[src/design/ppcd_pkg.sv]
// types, constants and the divider step shared by the crossing detector files
package ppcd_pkg;

  localparam int DIV_STEPS   = 16;
  localparam int LATENCY     = DIV_STEPS + 4;
  localparam int QUEUE_DEPTH = 2;
  localparam int CFG_IDX_W   = 4;
  localparam int CFG_DATA_W  = 16;

  localparam logic signed [31:0] DUMMY_ID  = -32'sd1;
  localparam logic [15:0]        FRAC_FULL = 16'hFFFF;

  localparam logic [CFG_IDX_W-1:0] CFG_POL_COUNT      = 4'd0;
  localparam logic [CFG_IDX_W-1:0] CFG_TOR_COUNT      = 4'd1;
  localparam logic [CFG_IDX_W-1:0] CFG_POL_ANGLE_BASE = 4'd2;
  localparam logic [CFG_IDX_W-1:0] CFG_TOR_ANGLE_BASE = 4'd5;

  typedef struct packed {
    logic signed [31:0] marker_id;
    logic [31:0]        start_time;
    logic [31:0]        end_time;
    logic signed [31:0] start_toroidal;
    logic signed [31:0] end_toroidal;
    logic signed [31:0] start_poloidal;
    logic signed [31:0] end_poloidal;
  } in_item_t;

  typedef struct packed {
    logic        poloidal_hit;
    logic [1:0]  poloidal_index;
    logic [15:0] poloidal_fraction;
    logic        toroidal_hit;
    logic [1:0]  toroidal_index;
    logic [15:0] toroidal_fraction;
  } out_item_t;

  // classified crossing of one angle, waiting for its fraction
  typedef struct packed {
    logic        hit;
    logic [1:0]  idx;
    logic [16:0] gap;
    logic [31:0] span;
  } axis_job_t;

  typedef struct packed {
    axis_job_t pol;
    axis_job_t tor;
  } job_t;

  typedef struct packed {
    logic full;
    logic empty;
  } queue_stat_t;

  // one lane of the fraction divider between two stages
  typedef struct packed {
    logic        hit;
    logic [1:0]  idx;
    logic        sat;
    logic [31:0] span;
    logic [31:0] rem;
    logic [15:0] low;
    logic [15:0] quo;
  } lane_t;

  // one restoring division step: brings in the next dividend bit
  function automatic lane_t div_step(input lane_t cur);
    lane_t       nxt;
    logic [32:0] trial;
    logic [32:0] diff;
    nxt   = cur;
    trial = {cur.rem, cur.low[15]};
    diff  = trial - {1'b0, cur.span};
    nxt.low = {cur.low[14:0], 1'b0};
    if (!diff[32]) begin
      nxt.rem = diff[31:0];
      nxt.quo = {cur.quo[14:0], 1'b1};
    end else begin
      nxt.rem = trial[31:0];
      nxt.quo = {cur.quo[14:0], 1'b0};
    end
    return nxt;
  endfunction

endpackage

[src/design/ppcd_queue.sv]
// short queue of classified jobs between front end and divider
module ppcd_queue import ppcd_pkg::*; (
  input  logic        clk,
  input  logic        rst_n,
  input  logic        push,
  input  job_t        push_job,
  input  logic        pop,
  output job_t        pop_job,
  output queue_stat_t stat
);

  localparam int PTR_W = (QUEUE_DEPTH > 1) ? $clog2(QUEUE_DEPTH) : 1;
  localparam int CNT_W = $clog2(QUEUE_DEPTH + 1);

  job_t             slot_r [QUEUE_DEPTH];
  logic [PTR_W-1:0] wr_ptr_r;
  logic [PTR_W-1:0] rd_ptr_r;
  logic [CNT_W-1:0] count_r;

  always_ff @(posedge clk) begin
    if (!rst_n) begin
      wr_ptr_r <= '0;
      rd_ptr_r <= '0;
      count_r  <= '0;
    end else begin
      if (push) begin
        wr_ptr_r <= (wr_ptr_r == PTR_W'(QUEUE_DEPTH - 1)) ? '0 : wr_ptr_r + 1'b1;
      end
      if (pop) begin
        rd_ptr_r <= (rd_ptr_r == PTR_W'(QUEUE_DEPTH - 1)) ? '0 : rd_ptr_r + 1'b1;
      end
      if (push && !pop) begin
        count_r <= count_r + 1'b1;
      end else if (pop && !push) begin
        count_r <= count_r - 1'b1;
      end
    end
  end

  always_ff @(posedge clk) begin
    if (push) begin
      slot_r[wr_ptr_r] <= push_job;
    end
  end

  assign pop_job    = slot_r[rd_ptr_r];
  assign stat.full  = count_r == CNT_W'(QUEUE_DEPTH);
  assign stat.empty = count_r == '0;

endmodule

[config.mk]
export PLATFORM = sky130hd
export DESIGN_NAME = ppcd_queue
export DESIGN_NICKNAME = d
export VERILOG_FILES = /design/src/design/ppcd_pkg.sv /design/src/design/ppcd_queue.sv
export SDC_FILE = /design/constraint.sdc
export NUM_CORES = 1
export LEC_CHECK = 0
export ABC_AREA = 1
export BUFFER_PORTS_ARGS = -buffer_cell sky130_fd_sc_hd__clkbuf_2
export CAP_MARGIN = 20
export CORE_MARGIN = 10
export CORE_UTILIZATION = 30
export CTS_CLUSTER_SIZE = 20
export DETAILED_ROUTE_END_ITERATION = 8
export PLACE_DENSITY = 0.61
export SETUP_SLACK_MARGIN = 0.3
export SLEW_MARGIN = 15
export SYNTH_ARGS = -nofsm -noshare
export SYNTH_HDL_FRONTEND = slang
export SYNTH_SLANG_ARGS = --single-unit
[constraint.sdc]
create_clock -name clk -period 6.5 [get_ports clk]
set_input_delay 0.65 -clock clk [delete_from_list [all_inputs] [get_ports clk]]
set_output_delay 0.65 -clock clk [all_outputs]
set_load 0.01 [all_outputs]
## Yosys cells after proc, flatten, opt, wreduce, memory -nomap -nowiden

Memories as Yosys holds them, arrays and structs flattened. A register that Yosys moved wholly into a read port is not among the register bits.
Index checks and enable logic that the tools add are counted.

| word-level totals | value |
|---|---|
| register bits after elaboration | 4 |
| RAM bits | 208 |
| input port bits | 108 |
| word-level logic and storage cells | 23 |
| memories kept | 1 |

Memory list:

| memory | depth | bits a word | read ports | clocked after Yosys merged registers in | wr ports | RTL line | source |
|---|---|---|---|---|---|---|---|
| slot_r | 2 | 104 | 1 | 1 | 1 | ppcd_queue.sv:15 | `job_t slot_r [QUEUE_DEPTH];` |

| operators by class | value |
|---|---|
| add/sub/neg operators | 4 |
| eq/ne operators | 1 |
| mux-type cells | 8 |
| reductions and logical operators | 6 |

Operator list:

| kind | count |
|---|---|
| $mux 1 | 6 |
| $mux 2 | 2 |
| $add 1x1->1 const B | 2 |
| $add 2x1->2 const B | 1 |
| $eq 2x2->1 const B | 1 |
| $logic_and 1x1->1 | 2 |
| $logic_not 1->1 | 2 |
| $logic_not 2->1 | 1 |
| $reduce_bool 2->1 | 1 |
| $sub 2x1->2 const B | 1 |

## Depth between registers and ports, before layout

| logic depth | value |
|---|---|
| word-level depth | 4 |
| gate-level depth with buffers | 8 |
| mapped depth without buffers | 8 |

## Worst setup path after synthesis

Ideal clock, no wire load.

| timing | value |
|---|---|
| path kind | in2reg |
| from | input push |
| to | memory slot_r[0][0] (netlist bit), enable pin |
| library setup time | 0.571 ns |
| arrival | 5.043 ns |
| required time | 5.929 ns |
| path slack | 0.887 ns |
| cell stages on the path | 2 |
| buffers on the path | 0 |
| cells stage by stage | inv_1 nor2_1 |

| on the way | value |
|---|---|
| cells in the longest elaborated chain, start to end | 2 |

Ends and longest elaborated chain:

| what | RTL line | source |
|---|---|---|
| from (decl) | ppcd_queue.sv:5 | `input logic push,` |
| $mux 1 | ppcd_queue.sv:41 | `if (push) begin` |
| $mux 1 (implied by the code) | ppcd_queue.sv:42 | `slot_r[wr_ptr_r] <= push_job;` |
| to (decl) | ppcd_queue.sv:15 |  |

No other way between the ends.

==> flow_summary_export.csv <==
group,metric,value,unit
setup_path,worstPathRequired,5.85,ns
drt,avgRoutedWirePerCell,18.1,um
cts,clk_latency,0.50,ns
layout,instances_no_fill,940,
drt,routed_wirelength,17000,um
cts,h-tree-depth,1,
sta,whs,0.338,ns
setup_path,crit_buf_inv,2,
sta,hold_violations,0,
pwr,seq_power_share,52.1,%
placement,gp_congestion,0.730,
placement,placed_area,0.00940,mm^2
setup_path,worst_setup_path_end_kind,"output port",
pwr,p_switching,0.663,mW
layout,nNetsFinal,698,
placement,dpl_worst_slack,3.48,ns
layout,area_growth_syn_to_layout,26.5,%
global_routing,grt_max_degree,58,
placement,port_buffers,213,
layout,design_area,0.0101,mm^2
floorplan,coreArea,0.0261,mm^2
cts,numClockSinks,213,
floorplan,rows,59,
layout,antenna_cells,0,
sta,fin_worst_skew,0.0125,ns
sta,drv_slew,0,
pwr,leakage,3.95,nW
floorplan,fp.dieH,183,um
setup_path,cp.arrival,2.79,ns
sta,setup_violations,0,
pwr,power_frac_clock,38.6,%
outcome,status,"finished clean",
logic_synthesis,ys_ff_latch,213,
hold_path,hp-class,"primary input to flop",
floorplan,chipWidth,183,um
pwr,p_total,3.11,mW
sta,final.period_utilization,53.0,%
sta,min_period,3.44,ns
layout,final_layout_size_suffix_gt1_share,58.7,%
logic_synthesis,yosysUniqueCellTypes,15,
logic_synthesis,avgSynthCellArea,22.2,um^2
setup_path,slowest_delay,0.92,ns
drt,via_per_inst,4.26,
floorplan,io-pin-count,214,
drt,drt_iter0_drc,221,
setup_path,critical-path-slowest-cell,"dfxtp_4",
placement,dp_hpwl,12000,um
pwr,ir_worst_vdd,0.216,mV
pwr,p_comb_share,9.4,%
setup_path,worstSetupPathType,"flop to output port",
global_routing,grt.overflow.total,0,
setup_path,worstPathMaxFanout,57,
cts,cts_setup_buffers,0,
floorplan,start_util,30.6,%
logic_synthesis,synthCells,359,
sta,tightest_slew,0.896,ns
sta,finalWorstSetupSlack,3.06,ns
drt,drtPass1Iterations,4,
global_routing,grt_pass1_wl,25600,um
layout,final_cell_mix,"213 x clkbuf_2, 208 x edfxtp_1, 60 x mux2_4",
setup_path,start_kind,"flop",
cts,root_buffer,"clkbuf_16",
cts,numCtsBuffers,23,
run,drv_cap,0,
layout,final_common_cell,"clkbuf_2",
cts,clk_pin_slew_worst_paths,0.06,ns
drt,drc,0,
logic_synthesis,ys_seq_area_share,79.5,%
logic_synthesis,syn-cell-area,0.00798,mm^2
pwr,sw_frac_of_total,21.3,%
pwr,internal-power,2.45,mW
logic_synthesis,yosys_warnings,0,
cts,cts_hold_buffers,0,
sta,setup-tns-final,0,ns
cts,cts_tree,"yes",
layout,fin_util,38.6,%
setup_path,crit_chain,"buf_4 -> mux2_2 -> clkbuf_2",
placement,dpl.cell_count,899,
cts,cts_resized,0,
sta,rsz0062_at_grt,"no",
drt,ant_nets,0,
global_routing,antenna_found_initial,0,
global_routing,grt_pass1_vias,4551,
global_routing,track_usage,9.64,%
setup_path,critical-path-top-delay-family,"flip-flops",
logic_synthesis,synth_nets,468,
pwr,powerDensity,308,mW/mm^2
cts,clk_path_buf_depth,3,
sta,clock.fmax,290,MHz
drt,vias,4005,
sta,slew_headroom,40.3,%
floorplan,die_area,0.0335,mm^2
## routing by layer
layer | part of all wire [%] | global-route usage [%] | up-vias
met5 | 0 | 0 | -
met4 | 1.7 | 2.82 | 0
met1 | 38 | 10.5 | 1982
li1 | - | - | 1858
met3 | 10 | 4.05 | 20
met2 | 50 | 16.8 | 145
## cell usage after synthesis
library cell	instances	area (um^2)
buf_2	4	20.0
dfxtp_1	5	100
inv_1	8	30.0
edfxtp_1	208	6250
nor2_1	9	33.8
mux2_2	44	495
mux2_4	60	901
o21ai_0	1	5.00
nand4_1	1	6.26
nand2_1	8	30.0
nand3_1	1	5.00
a21oi_1	1	5.00
buf_6	7	78.8
buf_8	1	15.0
ha_1	1	12.5
## logic make-up after synthesis
logic type,after synthesis,share of synthesized area [%]
simple gates,19,0.940
mux,104,17.5
buf+inv,20,1.80
flops,213,79.5
compound gates,2,0.125
fa+ha+maj,1,0.157
## path summary, 6_finish.rpt
path / depth (start not counted) / endpoint / from / slack, ns
worst max-delay path: 3 / pop_job[92] / flop / 3.06
worst max register to register: 3 / slot_r[1][58] / wr_ptr_r / 4.27
worst min register to register: 2 / flop / rd_ptr_r / 0.51
worst min-delay path: 1 / slot_r[0][87] / push_job[87] / 0.34
## layout make-up
class | instances | area (um^2)
clock inverter | 8 | 67.6
timing repair buffer | 217 | 1100
inverter | 8 | 32.5
fill | 2441 | 16000
sequential | 213 | 6350
multi-input combinational | 126 | 1500
tap | 335 | 419
clock buffer | 33 | 633
## power by group through the flow
stage | clock (mW) | combinational, mW | sequential [mW]
6_report | 1.20 | 0.292 | 1.62
5_1_grt | 1.30 | 0.318 | 1.63
4_1_cts | 1.25 | 0.301 | 1.62
3_5_place_dp | 0 | 0.300 | 1.65
3_3_place_gp | 0 | 0.293 | 1.65
2_1_floorplan | 0 | 0.181 | 1.64
## sequential cells by signal, summed over array words and instances (netlist names), named ones only
register and count:
slot_r 208, count_r 2, rd_ptr_r 1, wr_ptr_r 1
Note: power is estimated with default switching activity, not from simulation.
