### src/design/ppcd_pkg.sv
// types, constants and the divider step shared by the crossing detector files
package ppcd_pkg;

  localparam int DIV_STEPS   = 16;
  localparam int LATENCY     = DIV_STEPS + 4;
  localparam int QUEUE_DEPTH = 2;
  localparam int CFG_IDX_W   = 4;
  localparam int CFG_DATA_W  = 16;

  localparam logic signed [31:0] DUMMY_ID  = -32'sd1;
  localparam logic [15:0]        FRAC_FULL = 16'hFFFF;

  localparam logic [CFG_IDX_W-1:0] CFG_POL_COUNT      = 4'd0;
  localparam logic [CFG_IDX_W-1:0] CFG_TOR_COUNT      = 4'd1;
  localparam logic [CFG_IDX_W-1:0] CFG_POL_ANGLE_BASE = 4'd2;
  localparam logic [CFG_IDX_W-1:0] CFG_TOR_ANGLE_BASE = 4'd5;

  typedef struct packed {
    logic signed [31:0] marker_id;
    logic [31:0]        start_time;
    logic [31:0]        end_time;
    logic signed [31:0] start_toroidal;
    logic signed [31:0] end_toroidal;
    logic signed [31:0] start_poloidal;
    logic signed [31:0] end_poloidal;
  } in_item_t;

  typedef struct packed {
    logic        poloidal_hit;
    logic [1:0]  poloidal_index;
    logic [15:0] poloidal_fraction;
    logic        toroidal_hit;
    logic [1:0]  toroidal_index;
    logic [15:0] toroidal_fraction;
  } out_item_t;

  // classified crossing of one angle, waiting for its fraction
  typedef struct packed {
    logic        hit;
    logic [1:0]  idx;
    logic [16:0] gap;
    logic [31:0] span;
  } axis_job_t;

  typedef struct packed {
    axis_job_t pol;
    axis_job_t tor;
  } job_t;

  typedef struct packed {
    logic full;
    logic empty;
  } queue_stat_t;

  // one lane of the fraction divider between two stages
  typedef struct packed {
    logic        hit;
    logic [1:0]  idx;
    logic        sat;
    logic [31:0] span;
    logic [31:0] rem;
    logic [15:0] low;
    logic [15:0] quo;
  } lane_t;

  // one restoring division step: brings in the next dividend bit
  function automatic lane_t div_step(input lane_t cur);
    lane_t       nxt;
    logic [32:0] trial;
    logic [32:0] diff;
    nxt   = cur;
    trial = {cur.rem, cur.low[15]};
    diff  = trial - {1'b0, cur.span};
    nxt.low = {cur.low[14:0], 1'b0};
    if (!diff[32]) begin
      nxt.rem = diff[31:0];
      nxt.quo = {cur.quo[14:0], 1'b1};
    end else begin
      nxt.rem = trial[31:0];
      nxt.quo = {cur.quo[14:0], 1'b0};
    end
    return nxt;
  endfunction

endpackage

### src/design/ppcd_back.sv
// back end: pipelined fraction divider for both angles and the result register
module ppcd_back import ppcd_pkg::*; (
  input  logic      clk,
  input  logic      rst_n,
  input  logic      job_valid,
  input  job_t      job,
  output logic      out_valid,
  output out_item_t out_item
);

  lane_t           pol_r [DIV_STEPS+1];
  lane_t           tor_r [DIV_STEPS+1];
  logic [DIV_STEPS:0] vld_r;
  logic            out_valid_r;
  out_item_t       out_item_r;
  out_item_t       out_item_nxt;

  // dividend is gap * 65535; quotient saturates once it needs a 17th bit
  function automatic lane_t lane_init(input axis_job_t a);
    lane_t       l;
    logic [32:0] prod;
    prod   = {a.gap, 16'd0} - {16'd0, a.gap};
    l.hit  = a.hit;
    l.idx  = a.idx;
    l.span = a.span;
    l.sat  = (a.span[31:16] == 16'd0) && (prod[31:16] >= a.span[15:0]);
    l.rem  = {16'd0, prod[31:16]};
    l.low  = prod[15:0];
    l.quo  = '0;
    return l;
  endfunction

  function automatic logic [15:0] lane_frac(input lane_t l);
    logic [15:0] f;
    if (!l.hit) begin
      f = '0;
    end else if (l.sat) begin
      f = FRAC_FULL;
    end else begin
      f = l.quo;
    end
    return f;
  endfunction

  always_ff @(posedge clk) begin
    if (!rst_n) begin
      vld_r       <= '0;
      out_valid_r <= 1'b0;
    end else begin
      vld_r       <= {vld_r[DIV_STEPS-1:0], job_valid};
      out_valid_r <= vld_r[DIV_STEPS];
    end
  end

  always_ff @(posedge clk) begin
    pol_r[0] <= lane_init(job.pol);
    tor_r[0] <= lane_init(job.tor);
    for (int i = 0; i < DIV_STEPS; i++) begin
      pol_r[i+1] <= div_step(pol_r[i]);
      tor_r[i+1] <= div_step(tor_r[i]);
    end
    out_item_r <= out_item_nxt;
  end

  always_comb begin
    out_item_nxt.poloidal_hit      = pol_r[DIV_STEPS].hit;
    out_item_nxt.poloidal_index    = pol_r[DIV_STEPS].hit ? pol_r[DIV_STEPS].idx : 2'd0;
    out_item_nxt.poloidal_fraction = lane_frac(pol_r[DIV_STEPS]);
    out_item_nxt.toroidal_hit      = tor_r[DIV_STEPS].hit;
    out_item_nxt.toroidal_index    = tor_r[DIV_STEPS].hit ? tor_r[DIV_STEPS].idx : 2'd0;
    out_item_nxt.toroidal_fraction = lane_frac(tor_r[DIV_STEPS]);
  end

  assign out_valid = out_valid_r;
  assign out_item  = out_item_r;

endmodule

### config.mk
export PLATFORM = sky130hd
export DESIGN_NAME = ppcd_back
export DESIGN_NICKNAME = d
export VERILOG_FILES = /design/src/design/ppcd_pkg.sv /design/src/design/ppcd_back.sv
export SDC_FILE = /design/constraint.sdc
export NUM_CORES = 2
export LEC_CHECK = 0
export BUFFER_PORTS_ARGS = -buffer_cell sky130_fd_sc_hd__buf_4
export CORE_MARGIN = 3
export CORE_UTILIZATION = 51
export DETAILED_ROUTE_END_ITERATION = 7
export HOLD_SLACK_MARGIN = 0.12
export PLACE_DENSITY = 0.67
export SLEW_MARGIN = 20
export SYNTH_ARGS = -nofsm -noshare
export SYNTH_HDL_FRONTEND = slang
export SYNTH_SLANG_ARGS = --single-unit
export TNS_END_PERCENT = 1
### constraint.sdc
create_clock -name clk -period 4.65 [get_ports clk]
set_input_delay 0.465 -clock clk [delete_from_list [all_inputs] [get_ports clk]]
set_output_delay 0.465 -clock clk [all_outputs]
set_load 0.02 [all_outputs]
# Word level (Yosys, flattened, before mapping)
# Memories as Yosys holds them, arrays and structs flattened.
# Cells that the tools add are included.
dict set report totals {
  register_bits 56
  ramBits 3400
  inputBits 107
  out_inout_bits 39
  memories 2
}
dict set report op_classes {
  addsub 34
  order_cmp 2
  muxes 66
  n_reduce_logical 4
}
# name words width read_ports rd_ports_with_merged_regs wr line_no
set memory_table {}
lappend memory_table {pol_r 17 100 17 0 17 ppcd_back.sv:11} ;# lane_t pol_r [DIV_STEPS+1];
lappend memory_table {tor_r 17 100 17 0 17 ppcd_back.sv:12} ;# lane_t tor_r [DIV_STEPS+1];
# operator count
set op_table {}
lappend op_table {{$sub A33 B32 Y33} 32}
lappend op_table {{$mux W32} 32}
lappend op_table {{$sub A32 B17 Y32} 2}
lappend op_table {{$ge A16 B16 Y1} 2}
lappend op_table {{$logic_not A16 Y1} 2}
lappend op_table {{$mux W1} 32}
lappend op_table {{$mux W16} 2}
lappend op_table {{$logic_and A1 B1 Y1} 2}

# Depth between registers and ports, before layout
dict set report depth {
  ltp_word 3
  ltp_mapped 21
  depth_no_buf 20
}

# Least setup slack after synthesis
# OpenSTA, ideal clock, no wires.
dict set report synth_path {
  path_kind {input port to flip-flop}
  start {input job[86] (netlist bit)}
  end {memory pol_r[0][96] (netlist bit)}
  setup_ns 0.118
  t_arrival_ns 3.731
  required_ns 4.532
  slack_ns 0.801
  stages 21
  cell_sequence {clkbuf_1 > nor4_1 > nor4b_1 > nand3b_1 > nor2_1 > or4_1 > or2_2 > nor4_1 > nand2_1 > xnor2_1 > ha_1 > a21oi_1 > nor2b_1 > o21ai_0 > nand2b_1 > a21oi_1 > nor2b_1 > o21ai_0 > nand2b_1 > a21oi_1 > a21oi_1}
}
# item line_no
set synth_rtl {}
lappend synth_rtl {{start: declaration} ppcd_back.sv:6} ;# input job_t job,
lappend synth_rtl {{end: declaration} ppcd_back.sv:11}

==> flow_metrics.tcl <==
set metrics [dict create \
    status "completed" \
    num_rows 175 \
    reg2reg_depth 15 \
    worst-slew-pin-transition_ns 0.868 \
    ys_top_cells_by_count "dfxtp_1 (2752), inv_1 (1236), ha_1 (1028), a21oi_1 (857), nand2_1 (742)" \
    setup_viol_count_final 0 \
    vdd_drop_max_uv 473 \
    fp.coreArea_um2 228000 \
    die-area_um2 236000 \
    gr-total-overflow 0 \
    post-place-cells 14900 \
    antenna_found_initial 6 \
    critPathKind "flip-flop to flip-flop" \
    cts.path.max_buffers 4 \
    syn2layout_area_growth_pct 14.2 \
    die_w_um 486 \
    p_seq_share_pct 32.2 \
    crit_path_frequent_cell "a21oi_1" \
    critical_path_required_ns 5.43 \
    grt_pass1_vias 81200 \
    critPathSlowestCell "o41a_1" \
    postLayoutCellArea_um2 134000 \
    clock_latency_ns 0.94 \
    hp-start "job[61]" \
    synthArstFlopShare_pct 0 \
    final-max-slew-violation-count 0 \
    period_share_pct 90.2 \
    drive_gt1_share_pct 11.0 \
    cts_tree "done" \
    cpLargestDelayFamily "compound AO/OA/AOI/OAI gates" \
    synth_area_um2 118000 \
    ys_ff_latch 2752 \
    cp-end-kind "flip-flop" \
    start_util_pct 51.5 \
    power_switching_mw 35.8 \
    yosysUniqueCellTypes 93 \
    r2r_start "pol_r[0][231]$_DFF_P_" \
    io_pins 146 \
    nets 13500 \
    path_cells "inv_1 > ha_1 > fa_1 > nor2b_1 > o311ai_0 > a21oi_1 > a21oi_1 > o41a_1 > a21oi_1 > a221oi_2 > o21ai_0 > a21oi_1 > xnor2_4 > buf_12 > mux2_2" \
    yosys.area.top_type "dfxtp_1" \
    clock_sinks 2752 \
    power_density_nw_per_um2 765 \
    holdPathEnd "pol_r[0][73]$_DFF_P_" \
    crit_fanout 32 \
    hold_depth 2 \
    p_sw_share_pct 34.8 \
    first_pass_iters 6 \
    clockPowerShare_pct 22.8 \
    finalClockSkew_ns 0.0741 \
    synthMostInstantiatedCell "dfxtp_1" \
    synth_top_cell_area_share_pct 46.8 \
    syn_inst 11900 \
    wirelength_mm 226 \
    grtUsageTotal_pct 18.8 \
    worstPathArrival_ns 4.97 \
    rsz0062_at_grt "no" \
    netlist_top_cells_area "dfxtp_1 (47%), ha_1 (11%), mux2_2 (5.2%)" \
    numCtsBuffers 301 \
    drcViolationCount 0 \
    gp_congestion 0.898 \
    p_leak_nw 62.4 \
    synth-main-ff-cell "dfxtp_1" \
    synth_edf_count 0 \
    slew_headroom_pct 40.7 \
    start_kind "flip-flop" \
    drt_iter0_markers 4271 \
    max_stage_delay_ns 0.43 \
    grt_max_degree 65 \
    io_buffers 145 \
    synth_area_per_cell_um2 9.90 \
    placed_area_um2 123000 \
    wire_per_inst_um 14.5 \
    grt_pass1_wl_mm 383 \
    dr_total_vias 80800 \
    root_buffer "clkbuf_16" \
    yosysWarnings 0 \
    maxCapViolCount 0 \
    p_int_mw 67.0 \
    layout.cells.non_filler 15600 \
    hold_violations 0 \
    die_h_um 486 \
    cts_resized 0 \
    ant_nets 0 \
    yosysSeqAreaShare_pct 46.8 \
    max_freq_mhz 239 \
    period_needed_ns 4.19 \
    combPwrFrac_pct 44.9 \
    r2r_setup_slack_ns 0.46 \
    routed_via_density 5.18 \
    setup-tns-final_ns 0 \
    crit_buf_inv 2 \
    clk_pin_slew_ns 0.06 \
    dp_hpwl_mm 172 \
    htreeDepth 5 \
    min_path_type "input port to flip-flop" \
    r2r-end "pol_r[0][337]$_DFF_P_" \
]
placed cells by master (no fill, tap or decap), types with 39 or more instances in the layout:
master / synthesis / layout
a211o_1: 42 / 42
a211oi_1: 76 / 76
a21o_1: 419 / 418
a21oi_1: 857 / 857
a31o_2: 52 / 52
a31oi_1: 92 / 92
and2_1: 59 / 59
and3_1: 64 / 64
buf_4: 12 / 203
clkbuf_1: 155 / 47
clkbuf_16: 0 / 308
clkbuf_8: 0 / 64
clkinv_2: 0 / 39
dfxtp_1: 2752 / 2750
dlygate4sd3_1: 0 / 162
ha_1: 1028 / 1028
inv_1: 1236 / 1236
mux2_2: 539 / 539
nand2_1: 742 / 742
nand2b_1: 168 / 168
nand3_1: 144 / 144
nand4_1: 86 / 86
nor2_1: 487 / 487
nor2b_1: 171 / 171
nor3_1: 128 / 128
nor4_1: 46 / 46
o211ai_1: 72 / 72
o21a_1: 203 / 203
o21ai_0: 709 / 709
o21bai_1: 76 / 76
o31ai_1: 72 / 72
or3_1: 57 / 57
xnor2_1: 498 / 485
xor2_1: 315 / 307
logic make-up (layout without fill, tap and decap cells):
logic type / count (synthesis) / count (layout) / synth area share [%]
AOI/OAI and AO/OA: 2956 / 2956 / 15.9
adders and majority gates: 1058 / 1058 / 11.4
other: 1 / 17 / 0.00319
and+or+nand+nor: 2240 / 2240 / 9.12
muxes: 603 / 603 / 5.82
DFF: 2752 / 2752 / 46.8
xor gates and xnor gates: 817 / 817 / 6.12
buffers and inverters: 1448 / 2137 / 4.75
flip-flops by register name, summed over array words and instances, names as in the netlist:
name,count
out_valid,1
pol_r,1348
out_item,38
vld_r,17
tor_r,1348
final cells by class:
class | instances | area [um2]
multi-input cells | 7688 | 57300
well taps | 3009 | 3760
clock inverters | 102 | 1290
fillers | 18900 | 94100
clock buffers | 419 | 8760
repair buffers | 380 | 3450
inverters | 1236 | 4640
flip-flops and latches | 2752 | 55100
diodes | 3 | 7.51
through the flow:
stage          power, mW  util [%]  setup slack [ns]  hold slack (ns)
2_1_floorplan       69.7         -             0.801            0.310
3_3_place_gp        77.9      53.7             0.536            0.310
3_5_place_dp        79.1      53.7             0.459            0.312
4_1_cts              103      58.8             0.441            0.122
5_1_grt              111      58.8             0.149            0.158
6_report             103      58.8             0.458            0.217
power groups by stage:
stage | sequential [mW] | combinational, mW | clock, mW
2_1_floorplan | 32.3 | 37.4 | 0
3_3_place_gp | 33.6 | 44.3 | 0
3_5_place_dp | 33.6 | 45.5 | 0
4_1_cts | 33.1 | 46.1 | 24.2
5_1_grt | 33.7 | 51.7 | 25.2
6_report | 33.1 | 46.2 | 23.5
metal layers:
| metal | global-route usage (%) | share of wire, % | up-vias |
|---|---|---|---|
| li1 | - | - | 42000 |
| met1 | 24.9 | 48 | 36700 |
| met2 | 31.5 | 45 | 1719 |
| met3 | 2.87 | 4.0 | 448 |
| met4 | 6.20 | 2.5 | 0 |
| met5 | 0 | 0 | - |
worst max path at each step:
stage               slack (ns)  cells past startpoint                  start                     to
floorplan                 0.80                     21                job[86]   pol_r[0][96]$_DFF_P_
global placement          0.54                     13   pol_r[0][31]$_DFF_P_  pol_r[0][136]$_DFF_P_
detailed placement        0.46                     13  pol_r[0][531]$_DFF_P_  pol_r[0][646]$_DFF_P_
CTS                       0.44                     15  pol_r[0][231]$_DFF_P_  pol_r[0][339]$_DFF_P_
global route              0.15                     15  tor_r[0][531]$_DFF_P_  tor_r[0][655]$_DFF_P_
finish                    0.46                     15  pol_r[0][231]$_DFF_P_  pol_r[0][337]$_DFF_P_
what timing repair did:
action                    4_1_cts  5_1_grt
setup buffers                   0        0
hold buffers                  162        0
hold endpoints to repair      154        0
worst reg2reg max path: stages (launching register included):
cell	delay [ns]
dfxtp_1	0.30
inv_1	0.04
ha_1	0.21
fa_1	0.41
nor2b_1	0.20
o311ai_0	0.19
a21oi_1	0.39
a21oi_1	0.22
o41a_1	0.43
a21oi_1	0.34
a221oi_2	0.15
o21ai_0	0.21
a21oi_1	0.17
xnor2_4	0.20
buf_12	0.22
mux2_2	0.39
No activity file was read; power rests on OpenSTA's default activity.
